<file path="src/rtl/fdes_pkg.sv">
// Shared types and constants of the frame difference edge shake detector.
`timescale 1ns / 1ps

package fdes_pkg;

    localparam int OVL_W       = 21;        // overlap and reference count width
    localparam int SIM_W       = 10;        // similarity in tenths of a percent
    localparam int CNT_W       = 4;         // frame index, hit count, window, alarm limit
    localparam int PROD_W      = OVL_W + SIM_W;
    localparam int CFG_IDX_W   = 3;
    localparam int CFG_DATA_W  = OVL_W;
    localparam int IN_DATA_W   = 48;
    localparam int OUT_DATA_W  = 16;
    localparam int DIV_STEPS   = SIM_W;
    localparam int STEP_W      = $clog2(DIV_STEPS);

    localparam int DEF_MAX_FRAME_PIXELS = 1048576;

    // Overlap saturates at the smaller of the frame size and the counter width
    localparam logic [OVL_W-1:0] OVERLAP_CAP =
        (DEF_MAX_FRAME_PIXELS < (2**OVL_W - 1)) ? OVL_W'(DEF_MAX_FRAME_PIXELS) : '1;
    localparam logic [SIM_W-1:0] SIM_MAX     = SIM_W'(999);
    localparam logic [SIM_W-1:0] SCALE       = SIM_W'(1000);

    // Register map of the configuration port
    localparam logic [CFG_IDX_W-1:0] REG_DIFF_THRESHOLD = 3'd0;
    localparam logic [CFG_IDX_W-1:0] REG_REF_EDGE_COUNT = 3'd1;
    localparam logic [CFG_IDX_W-1:0] REG_SIM_LIMIT      = 3'd2;
    localparam logic [CFG_IDX_W-1:0] REG_WINDOW_FRAMES  = 3'd3;
    localparam logic [CFG_IDX_W-1:0] REG_ALARM_HITS     = 3'd4;

    typedef struct packed {
        logic pix_load;     // pixel word accepted
        logic mul_load;     // latch frame-end products
        logic div_init;     // seed the divider
        logic div_step;     // one quotient bit
        logic finish;       // update frame state, load frame result
    } fdes_cmd_t;

    typedef struct packed {
        logic out_free;     // output register can take a word this cycle
    } fdes_stat_t;

endpackage

</file>
<file path="src/rtl/fdes_ctrl.sv">
// Controller: accepts pixels and sequences the frame-end computation.
`timescale 1ns / 1ps

module fdes_ctrl
    import fdes_pkg::*;
(
    input  logic       clk,
    input  logic       rst_n,
    input  logic       s_axis_tvalid,
    input  logic       s_axis_tlast,
    output logic       s_axis_tready,
    input  fdes_stat_t stat,
    output fdes_cmd_t  cmd
);

    typedef enum logic [2:0] {
        ST_RUN,
        ST_MUL,
        ST_INIT,
        ST_DIV,
        ST_FIN
    } state_t;

    state_t            state_reg;
    logic [STEP_W-1:0] step_reg;
    logic              accept;

    assign s_axis_tready = (state_reg == ST_RUN) && stat.out_free;
    assign accept        = s_axis_tvalid && s_axis_tready;

    always_comb
    begin
        cmd          = '0;
        cmd.pix_load = accept;
        cmd.mul_load = (state_reg == ST_MUL);
        cmd.div_init = (state_reg == ST_INIT);
        cmd.div_step = (state_reg == ST_DIV);
        cmd.finish   = (state_reg == ST_FIN) && stat.out_free;
    end

    always_ff @(posedge clk or negedge rst_n)
    begin
        if (!rst_n)
        begin
            state_reg <= ST_RUN;
            step_reg  <= '0;
        end
        else
        begin
            case (state_reg)
                ST_RUN:
                begin
                    if (accept && s_axis_tlast)
                    begin
                        state_reg <= ST_MUL;
                    end
                end
                ST_MUL:
                begin
                    state_reg <= ST_INIT;
                end
                ST_INIT:
                begin
                    step_reg  <= '0;
                    state_reg <= ST_DIV;
                end
                ST_DIV:
                begin
                    step_reg <= step_reg + 1'b1;
                    if (step_reg == STEP_W'(DIV_STEPS - 1))
                    begin
                        state_reg <= ST_FIN;
                    end
                end
                ST_FIN:
                begin
                    if (stat.out_free)
                    begin
                        state_reg <= ST_RUN;
                    end
                end
                default:
                begin
                    state_reg <= ST_RUN;
                end
            endcase
        end
    end

endmodule

</file>
<file path="src/rtl/fdes_datapath.sv">
// Datapath: gray difference, overlap count, divider, hit window and output register.
`timescale 1ns / 1ps

module fdes_datapath
    import fdes_pkg::*;
#(
    parameter int MAX_FRAME_PIXELS = DEF_MAX_FRAME_PIXELS
)
(
    input  logic                  clk,
    input  logic                  rst_n,
    input  fdes_cmd_t             cmd,
    output fdes_stat_t            stat,
    input  logic                  cfg_valid,
    input  logic [CFG_IDX_W-1:0]  cfg_index,
    input  logic [CFG_DATA_W-1:0] cfg_data,
    input  logic [IN_DATA_W-1:0]  pix_data,
    input  logic                  pix_edge,
    input  logic                  pix_last,
    output logic                  out_valid,
    input  logic                  out_ready,
    output logic [OUT_DATA_W-1:0] out_data,
    output logic                  out_last
);

    localparam logic [OVL_W-1:0] PIX_CAP =
        (MAX_FRAME_PIXELS < (2**OVL_W - 1)) ? OVL_W'(MAX_FRAME_PIXELS) : '1;

    // Configuration
    logic [7:0]       thr_reg;
    logic [OVL_W-1:0] refc_reg;
    logic [SIM_W-1:0] lim_reg;
    logic [CNT_W-1:0] win_reg;
    logic [CNT_W-1:0] alm_reg;

    // Frame state
    logic [OVL_W-1:0]  overlap_reg;
    logic [OVL_W-1:0]  fov_reg;
    logic              fmot_reg;
    logic [PROD_W-1:0] prod_ov_reg;
    logic [PROD_W-1:0] prod_lim_reg;
    logic [OVL_W-1:0]  rem_reg;
    logic [SIM_W-1:0]  lo_reg;
    logic [SIM_W-1:0]  quo_reg;
    logic [CNT_W-1:0]  fidx_reg;
    logic [CNT_W-1:0]  hit_reg;

    // Output register
    logic              out_valid_reg;
    logic              o_motion_reg;
    logic              o_last_reg;
    logic [SIM_W-1:0]  o_sim_reg;
    logic              o_alarm_reg;

    // Gray values: floor(sum/3) as (sum*683)>>11, exact for sums up to 765
    function automatic logic [7:0] gray3(input logic [7:0] b, input logic [7:0] g,
                                         input logic [7:0] r);
        logic [9:0]  s;
        logic [18:0] p;
        s = 10'(b) + 10'(g) + 10'(r);
        p = 19'(s) * 19'(683);
        return p[18:11];
    endfunction

    logic [7:0]       gray_past;
    logic [7:0]       gray_now;
    logic [7:0]       mag;
    logic             motion;
    logic             ovl_inc;
    logic [OVL_W-1:0] ovl_next;

    assign gray_past = gray3(pix_data[7:0], pix_data[15:8], pix_data[23:16]);
    assign gray_now  = gray3(pix_data[31:24], pix_data[39:32], pix_data[47:40]);
    assign mag       = (gray_now >= gray_past) ? (gray_now - gray_past)
                                               : (gray_past - gray_now);
    assign motion    = mag > thr_reg;
    assign ovl_inc   = motion && pix_edge && (overlap_reg < PIX_CAP);
    assign ovl_next  = overlap_reg + OVL_W'(ovl_inc);

    // Restoring divider step
    logic [OVL_W:0] trial;
    logic           fits;

    assign trial = {rem_reg, lo_reg[SIM_W-1]};
    assign fits  = trial >= {1'b0, refc_reg};

    // Frame-end decisions
    logic [SIM_W-1:0] sim;
    logic [CNT_W-1:0] fidx_inc;
    logic             win_clear;
    logic [CNT_W-1:0] hit_win;
    logic [CNT_W-1:0] hit_new;
    logic             alarm;

    always_comb
    begin
        if (refc_reg == '0)
        begin
            sim = (fov_reg != '0) ? SIM_MAX : '0;
        end
        else if (fov_reg >= refc_reg)
        begin
            sim = SIM_MAX;
        end
        else
        begin
            sim = quo_reg;
        end
        fidx_inc  = fidx_reg + 1'b1;
        win_clear = (fidx_inc == win_reg);
        hit_win   = win_clear ? '0 : hit_reg;
        hit_new   = hit_win;
        if ((prod_ov_reg > prod_lim_reg) && (hit_win != '1))
        begin
            hit_new = hit_win + 1'b1;
        end
        alarm = hit_new > alm_reg;
    end

    assign stat.out_free = !out_valid_reg || out_ready;

    always_ff @(posedge clk or negedge rst_n)
    begin
        if (!rst_n)
        begin
            thr_reg       <= 8'd30;
            refc_reg      <= '0;
            lim_reg       <= SIM_W'(550);
            win_reg       <= CNT_W'(15);
            alm_reg       <= CNT_W'(4);
            overlap_reg   <= '0;
            fidx_reg      <= '0;
            hit_reg       <= '0;
            out_valid_reg <= 1'b0;
        end
        else
        begin
            if (cfg_valid)
            begin
                case (cfg_index)
                    REG_DIFF_THRESHOLD: thr_reg  <= cfg_data[7:0];
                    REG_REF_EDGE_COUNT: refc_reg <= cfg_data;
                    REG_SIM_LIMIT:      lim_reg  <= cfg_data[SIM_W-1:0];
                    REG_WINDOW_FRAMES:  win_reg  <= cfg_data[CNT_W-1:0];
                    REG_ALARM_HITS:     alm_reg  <= cfg_data[CNT_W-1:0];
                    default:            ;
                endcase
            end

            if (out_valid_reg && out_ready)
            begin
                out_valid_reg <= 1'b0;
            end

            if (cmd.pix_load)
            begin
                if (pix_last)
                begin
                    overlap_reg <= '0;
                end
                else
                begin
                    overlap_reg   <= ovl_next;
                    out_valid_reg <= 1'b1;
                end
            end

            if (cmd.finish)
            begin
                out_valid_reg <= 1'b1;
                fidx_reg      <= win_clear ? '0 : fidx_inc;
                hit_reg       <= alarm ? '0 : hit_new;
            end
        end
    end

    // Payload registers
    always_ff @(posedge clk)
    begin
        if (cmd.pix_load)
        begin
            if (pix_last)
            begin
                fov_reg  <= ovl_next;
                fmot_reg <= motion;
            end
            else
            begin
                o_motion_reg <= motion;
                o_last_reg   <= 1'b0;
                o_sim_reg    <= '0;
                o_alarm_reg  <= 1'b0;
            end
        end
        if (cmd.mul_load)
        begin
            prod_ov_reg  <= PROD_W'(fov_reg) * PROD_W'(SCALE);
            prod_lim_reg <= PROD_W'(lim_reg) * PROD_W'(refc_reg);
        end
        if (cmd.div_init)
        begin
            // Only used when overlap < reference, so the quotient fits in 10 bits
            rem_reg <= prod_ov_reg[PROD_W-1:SIM_W];
            lo_reg  <= prod_ov_reg[SIM_W-1:0];
            quo_reg <= '0;
        end
        if (cmd.div_step)
        begin
            rem_reg <= fits ? OVL_W'(trial - {1'b0, refc_reg}) : trial[OVL_W-1:0];
            lo_reg  <= {lo_reg[SIM_W-2:0], 1'b0};
            quo_reg <= {quo_reg[SIM_W-2:0], fits};
        end
        if (cmd.finish)
        begin
            o_motion_reg <= fmot_reg;
            o_last_reg   <= 1'b1;
            o_sim_reg    <= sim;
            o_alarm_reg  <= alarm;
        end
    end

    assign out_valid = out_valid_reg;
    assign out_last  = o_last_reg;
    assign out_data  = {4'b0, o_alarm_reg, o_sim_reg, o_motion_reg};

endmodule

</file>
<file path="src/rtl/frame_diff_edge_shake_detector_unit.sv">
// Top level of the frame difference edge shake detector.
`timescale 1ns / 1ps

// Usage:
// Pixels enter on the s_axis channel, one word per pixel: past and current RGB in
// tdata, the dilated reference edge bit in tuser, and tlast on the last pixel of a
// frame. Every pixel yields exactly one word on m_axis: the motion bit, and on the
// frame's last pixel (tlast high) also the similarity in tenths of a percent and the
// alarm bit. Registers are written on the cfg channel (index, data) while the block
// is idle; the block does not enforce this. cfg_ready is always high and unknown
// indexes are ignored. A pixel word is registered and appears in the cycle after
// acceptance. Ordinary pixels are taken one per cycle while m_axis_tready is high.
// The last pixel of a frame starts a sequence (product latch, divider seed, ten
// steps of the bit-serial restoring divider and a final update); the block takes
// no pixel until it ends. When the receiver stalls, the single output register
// holds its word and s_axis_tready drops until that word is taken.
// Reset clears the overlap count, frame index and hit count, and loads the register
// defaults: threshold 30, reference count 0, limit 550, window 15, alarm limit 4.
// MAX_FRAME_PIXELS caps the overlap count.

module frame_diff_edge_shake_detector_unit
    import fdes_pkg::*;
#(
    parameter int MAX_FRAME_PIXELS = DEF_MAX_FRAME_PIXELS
)
(
    input  logic                  clk,
    input  logic                  rst_n,
    input  logic                  s_axis_tvalid,
    output logic                  s_axis_tready,
    // past_blue, past_green, past_red, now_blue, now_green, now_red
    input  logic [IN_DATA_W-1:0]  s_axis_tdata,
    // ref_edge
    input  logic                  s_axis_tuser,
    input  logic                  s_axis_tlast,
    output logic                  m_axis_tvalid,
    input  logic                  m_axis_tready,
    // motion, similarity_tenths[10:1], alarm, zero fill
    output logic [OUT_DATA_W-1:0] m_axis_tdata,
    output logic                  m_axis_tlast,
    input  logic                  cfg_valid,
    output logic                  cfg_ready,
    input  logic [CFG_IDX_W-1:0]  cfg_index,
    input  logic [CFG_DATA_W-1:0] cfg_data
);

    fdes_cmd_t  cmd;
    fdes_stat_t stat;

    assign cfg_ready = 1'b1;

    fdes_ctrl u_ctrl (
        .clk           (clk),
        .rst_n         (rst_n),
        .s_axis_tvalid (s_axis_tvalid),
        .s_axis_tlast  (s_axis_tlast),
        .s_axis_tready (s_axis_tready),
        .stat          (stat),
        .cmd           (cmd)
    );

    fdes_datapath #(
        .MAX_FRAME_PIXELS (MAX_FRAME_PIXELS)
    ) u_datapath (
        .clk       (clk),
        .rst_n     (rst_n),
        .cmd       (cmd),
        .stat      (stat),
        .cfg_valid (cfg_valid),
        .cfg_index (cfg_index),
        .cfg_data  (cfg_data),
        .pix_data  (s_axis_tdata),
        .pix_edge  (s_axis_tuser),
        .pix_last  (s_axis_tlast),
        .out_valid (m_axis_tvalid),
        .out_ready (m_axis_tready),
        .out_data  (m_axis_tdata),
        .out_last  (m_axis_tlast)
    );

endmodule
</file>
<file path="config.mk">
export PLATFORM = sky130hd
export DESIGN_NAME = frame_diff_edge_shake_detector_unit
export DESIGN_NICKNAME = d
export VERILOG_FILES = /design/src/rtl/fdes_pkg.sv /design/src/rtl/fdes_ctrl.sv /design/src/rtl/fdes_datapath.sv /design/src/rtl/frame_diff_edge_shake_detector_unit.sv
export SDC_FILE = /design/constraint.sdc
export NUM_CORES = 1
export LEC_CHECK = 0
export BUFFER_PORTS_ARGS = -buffer_cell sky130_fd_sc_hd__clkbuf_2
export CORE_UTILIZATION = 65
export CTS_CLUSTER_SIZE = 20
export DETAILED_ROUTE_END_ITERATION = 8
export GPL_TIMING_DRIVEN = 0
export PLACE_DENSITY_LB_ADDON = 0.25
export SETUP_SLACK_MARGIN = 0.1
export SYNTH_ARGS = -nofsm -noshare
export SYNTH_HDL_FRONTEND = slang
export SYNTH_SLANG_ARGS = --single-unit
export TNS_END_PERCENT = 30
</file>
<file path="constraint.sdc">
create_clock -name clk -period 7.3 [get_ports clk]
set_input_delay 1.825 -clock clk [delete_from_list [all_inputs] [get_ports clk]]
set_output_delay 1.825 -clock clk [all_outputs]
set_load 0.05 [all_outputs]
</file>
==> summary.md, run 1 <==
| Metric | Value |
|---|---|
| Synthesized area | 25800 sq um |
| Number of distinct library cells after synthesis | 84 |
| Per-instance average area after synthesis | 9.889 sq um |
| Violations in the final reports | setup timing |
| Highest attainable clock frequency | 82.32 MHz |
| Crit-path leading delay family | adder cells |
| Clock Tree Root | clkbuf_16 |
| Total number of H-tree levels | 1 |
| Worst Tran Pin Value | 1314 ps |
| Number of buffers created by CTS | 24 |
| Core box area | 38920 sq um |
| Top post-synthesis cells by area | fa_1 (21%), ha_1 (19%), edfxtp_1 (15%) |
| Share of layout cells above drive strength 1 | 13.91% |
| Crit path DAT | 12520 ps |
| Clock-pin slew on the worst setup and hold paths | 60 ps |
| HP Class | flip-flop to flip-flop |
| Chip height | 201.2 um |
| Fraction of the yosys area taken by sequential cells | 23.54% |
| Final count of pins violating max slew | 0 |
| Post-Place Cells | 3230 |
| Most common cell in the netlist | ha_1 |
| Crit path largest cell delay | 510 ps |
| Post-route insts no fill | 3337 |
| Port bufs | 93 |
| Vias in the first global route | 20899 |
| Clock tree sinks | 216 |
| Setup TNS | -196720 ps |
| I/O pin total | 99 |
| Pin count of the biggest net entering global routing | 63 |
| Post-synthesis sequential element count | 216 |
| Final Hold Violating Endpoints | 0 |
| Critical setup path kind | input pin to flip-flop |
| Initial DRC count | 1265 |
| Width of the die | 201.2 um |
| Top flip-flop cell by instance count after synthesis | edfxtp_1 |
| Worst hold slack | 465.1 ps |
| Cell types with the highest counts after synthesis | ha_1 (386), inv_1 (365), fa_1 (273) |
| Remaining global-route overflow | 0 |
| Critical Path End Type | flip-flop |
| Clock tree from TritonCTS | yes |
| Max-Slew Margin vs Limit | 11.63% |
| CTS hold repair buffers | 0 |
| Ratio of final minimum period to clock period | 166.4% |
| Biggest fanout along the worst timing path | 6 |
| Result of the run | finished, violations left |
| Worst Path Buf+Inv | 6 |
| Number of buffers between clock root and the deepest sink | 3 |
| Detailed-route via count | 19655 |
| Number of violations of the max-capacitance limit | 0 |
| Number of synthesized flops with an enable pin | 131 |
| Setup skew after layout | 16.51 ps |
| Crit path time final | 12150 ps |
| Fraction of synthesis flops using an asynchronous set or reset pin | 38.89% |
| Std cell rows | 72 |
| Worst setup SP type | input pin |
| Post-detailed-route wirelength per cell | 18.66 um |
| Last weighted congestion value of the routability-driven placer | 0.9422 |
| Post-layout worst setup margin | -4848 ps |
| Half-perimeter wire length after detailed placement | 48.79 mm |
| Worst Path Required | 7680 ps |
| Wire length reported by the detailed router | 62.27 mm |
| Final core area utilization | 74.60% |
| Diodes inserted | 0 |
| First-pass GRT wire length | 102.1 mm |
| Final ANT Viol Nets | 0 |
| Detail-routed via count per cell | 5.890 |
| Slowest CP cell | fa_1 |
| Leading area contributor after synthesis | fa_1 |
| Share of the synthesized area in the top cell type | 21.18% |
| Area of the die | 40490 sq um |
| Initial antenna violation count | 1 |
| Flip-flop count of the largest register after layout | 31 |
| DRC errors left | 0 |
| Layout net count | 3539 |
| DR pass1 iterations | 5 |
| Gate Count Post-Synth | 2609 |
| All-layer global routing usage | 31.29% |
| Number of setup violations in the final report | 44 |
| Setup repair after global routing missed its margin | yes |
| Area growth, synth to finish | 12.53% |
| Starting density of the core | 66.29% |
| Clock Latency Late Sink | 530 ps |
| Synthesis warning total | 0 |
==> path summary, 6_finish.rpt <==
kind | end | startpoint | depth (start not counted) | slack (ps)
worst max register to register | u_datapath.prod_lim_reg[30]$_DFFE_PP_ | u_datapath.lim_reg[2]$_DFFE_PN1P_ | 19 | 450
worst min register to register | u_datapath.out_last$_SDFFE_PP1P_ | u_datapath.out_last$_SDFFE_PP1P_ | 2 | 470
min in group asynchronous | u_datapath.out_valid$_DFF_PN0_ | rst_n | 1 | 1220
max in group asynchronous | u_datapath.lim_reg[1]$_DFFE_PN1P_ | rst_n | 2 | 5370
worst max-delay path | u_datapath.fov_reg[20]$_DFFE_PP_ | s_axis_tdata[24] | 52 | -4850
worst min-delay path | u_datapath.out_last$_SDFFE_PP1P_ | u_datapath.out_last$_SDFFE_PP1P_ | 2 | 470
==> final cells by class <==
cell class / instances / area (sq um)
Buffer: 74 / 310.3
Clock inverter: 13 / 133.9
Inverter: 366 / 1374
Multi-Input combinational cell: 1956 / 18750
Fill cell: 2657 / 9884
Sequential cell: 216 / 6072
Clock buffer: 31 / 668.1
Tap cell: 518 / 648.1
Timing Repair Buffer: 163 / 1075
==> routing by layer <==
metal / GRT usage (%) / vias to the layer above / wire [um]
met5: 0 / - / 0
met4: 10.58 / 0 / 2418
met3: 3.903 / 162 / 3319
met2: 56.15 / 568 / 31660
met1: 38.96 / 9804 / 24870
li1: - / 9121 / -
==> cells by family after synthesis <==
kind of cell	Yosys count	synth area share (%)
xor+xnor	151	5.179
flops	216	23.54
buf+inv	440	6.528
other cells	2	0.02911
fa+ha+maj	659	39.90
simple gates	652	11.95
compound gates	444	11.01
mux	45	1.857
==> cell usage in the layout (no fill, tap or decap), types with 71 or more instances in the layout <==
cell type,count
and2_1,104
dfrtp_1,71
edfxtp_1,131
ha_1,369
fa_1,268
inv_1,350
nand2_1,267
a21oi_1,104
o21ai_0,91
nor2_1,107
clkbuf_2,90
xnor2_1,96
==> metrics by stage <==
stage | instance area (sq um) | worst slack [ps]
6_report | 29030 | -4848
3_5_place_dp | 27360 | -6424
2_1_floorplan | 26140 | -4695
3_3_place_gp | 27250 | -6183
5_1_grt | 29030 | -5310
4_1_cts | 28690 | -4746
==> worst min-delay path, delay by kind of cell, from the launching register on <==
kind,cells,cell delay (ps)
and+or+nand+nor,2,100
DFF,1,320
==> repair_timing <==
action,CTS,global route
buffers inserted,42,21
pin swaps,56,45
gates resized for setup,57,42
setup endpoints to repair,44,44
Power of run 1 is left out: the tool's default activity adds up to more than one toggle a clock period on the data nets, which glitch-free logic cannot reach.
==> run 2: changes to the inputs <==
Settings changed: CORE_MARGIN set to 5, GPL_ROUTABILITY_DRIVEN set to 0, RECOVER_POWER set to 25.
==> run 2 against run 1 <==
Against the previous run: the flow finishes with violations (capacitance limit, slew limit, setup timing); die area is 8.1% higher; maximum frequency down 0.22%; via count rose by 0.71%; critical path type unchanged.
==> summary.md, run 2 (synthesized netlist as in run 1, its figures left out) <==
| Metric | Value |
|---|---|
| Number of buffers created by CTS | 24 |
| Worst Path Required | 7700 ps |
| I/O pin total | 99 |
| DR pass1 iterations | 5 |
| Post-detailed-route wirelength per cell | 18.98 um |
| Remaining global-route overflow | 0 |
| Placement-stage cell area | 27360 sq um |
| Start point of the critical path | s_axis_tdata[32] |
| Starting density of the core | 65.39% |
| Post-layout worst setup margin | -4875 ps |
| End point of the critical path | u_datapath.overlap_reg[17]$_DFFE_PN0P_ |
| Half-perimeter wire length after detailed placement | 49.32 mm |
| Max-Slew Margin vs Limit | -137.1% |
| Total number of H-tree levels | 1 |
| Slowest CP cell | fa_1 |
| Wire length reported by the detailed router | 63.42 mm |
| Layout net count | 3536 |
| All-layer global routing usage | 28.50% |
| Number of violations of the max-capacitance limit | 1 |
| Biggest fanout along the worst timing path | 7 |
| First-pass GRT wire length | 102.7 mm |
| Clock Latency Late Sink | 530 ps |
| Clock tree from TritonCTS | yes |
| Flip-flop count of the largest register after layout | 31 |
| Initial DRC count | 1186 |
| Vias in the first global route | 21077 |
| Highest attainable clock frequency | 82.13 MHz |
| Detailed-route via count | 19795 |
| Final core area utilization | 73.54% |
| Number of buffers between clock root and the deepest sink | 3 |
| Worst setup SP type | input pin |
| Commonest non-fill, non-tap cell in the layout | ha_1 |
| Diodes inserted | 0 |
| Violations in the final reports | capacitance limit, slew limit, setup timing |
| Critical setup path kind | input pin to flip-flop |
| Worst reg2reg path endpoint | u_datapath.prod_lim_reg[30]$_DFFE_PP_ |
| Setup skew after layout | 23.11 ps |
| Worst Tran Pin Value | 3557 ps |
| Crit path time final | 12180 ps |
| Final ANT Viol Nets | 0 |
| Number of setup violations in the final report | 44 |
| CTS hold repair buffers | 0 |
| Pin count of the biggest net entering global routing | 63 |
| CP most frequent cell | ha_4 |
| Worst setup slack for register-to-register paths | 430 ps |
| Std cell rows | 73 |
| Crit path DAT | 12580 ps |
| Total non-filler cell area in the finished layout | 29020 sq um |
| Width of the die | 209.2 um |
| Cell count of the worst reg-to-reg path | 19 |
| Core box area | 39460 sq um |
| Area of the die | 43780 sq um |
| Final count of pins violating max slew | 63 |
| Crit Reg-Reg Startpoint | u_datapath.lim_reg[9]$_DFFE_PN1P_ |
| Area growth, synth to finish | 12.48% |
| Worst slack at placement | -6458 ps |
| Share of layout cells above drive strength 1 | 13.42% |
| Setup repair after global routing missed its margin | yes |
| Ratio of final minimum period to clock period | 166.8% |
| HP Class | flip-flop to flip-flop |
| Clock Tree Root | clkbuf_16 |
| Clock tree sinks | 216 |
| Critical Path End Type | flip-flop |
| Crit path largest cell delay | 510 ps |
| Initial antenna violation count | 0 |
| Chip height | 209.2 um |
| Result of the run | finished, violations left |
| Final Hold Violating Endpoints | 0 |
| Setup TNS | -196630 ps |
| Detail-routed via count per cell | 5.925 |
| Most frequent cells in the layout | ha_1 (366), inv_1 (351), fa_1 (269) |
| DRC errors left | 0 |
| Clock-pin slew on the worst setup and hold paths | 60 ps |
| Port bufs | 93 |
run 2: worst min-delay path by stage:
stage,startpoint,to,cells after the start
global route,u_datapath.out_last$_SDFFE_PP1P_,u_datapath.out_last$_SDFFE_PP1P_,2
finish,u_datapath.out_last$_SDFFE_PP1P_,u_datapath.out_last$_SDFFE_PP1P_,2
detailed placement,u_datapath.out_last$_SDFFE_PP1P_,u_datapath.out_last$_SDFFE_PP1P_,2
floorplan,u_datapath.hit_reg[1]$_DFFE_PN0P_,u_datapath.hit_reg[1]$_DFFE_PN0P_,1
CTS,u_datapath.out_last$_SDFFE_PP1P_,u_datapath.out_last$_SDFFE_PP1P_,2
global placement,u_datapath.out_last$_SDFFE_PP1P_,u_datapath.out_last$_SDFFE_PP1P_,2
run 2: what timing repair did:
item,4_1_cts,5_1_grt
endpoints found under the setup margin,44,44
gates resized for setup,44,68
setup buffers,39,21
gates cloned,0,0
pin swaps,47,71
run 2: area by class of cell:
class	count	area [sq um]
Buffer	74	310.3
Clock buffer	32	661.9
Clock inverter	12	88.84
Fill cell	2756	10440
Inverter	366	1378
Multi-Input combinational cell	1956	18840
Sequential cell	216	6072
Tap cell	525	656.9
Timing Repair Buffer	160	1012
run 2: metrics by stage:
stage	std cells	hold WS, ps
finish	3341	447.3
global route	3341	459.6
CTS	3320	446.9
detailed placement	3237	436.7
global placement	3230	432.6
floorplan	2612	462.4
run 2: critical path: cells and delay by family:
family / cells / cell delay (ps)
mux: 1 / 330
simple gates: 13 / 1850
buf+inv: 9 / 660
xor+xnor: 3 / 620
fa+ha+maj: 12 / 3850
compound gates: 18 / 3430
run 2: per-layer routing:
metal	vias up	GRT usage (%)	share of wire, %
met5	-	0	0
met4	0	10.33	4.4
met3	192	3.258	5.3
met2	619	51.00	51
met1	9883	35.75	39
li1	9101	-	-
Power of run 2 is left out for the same reason.
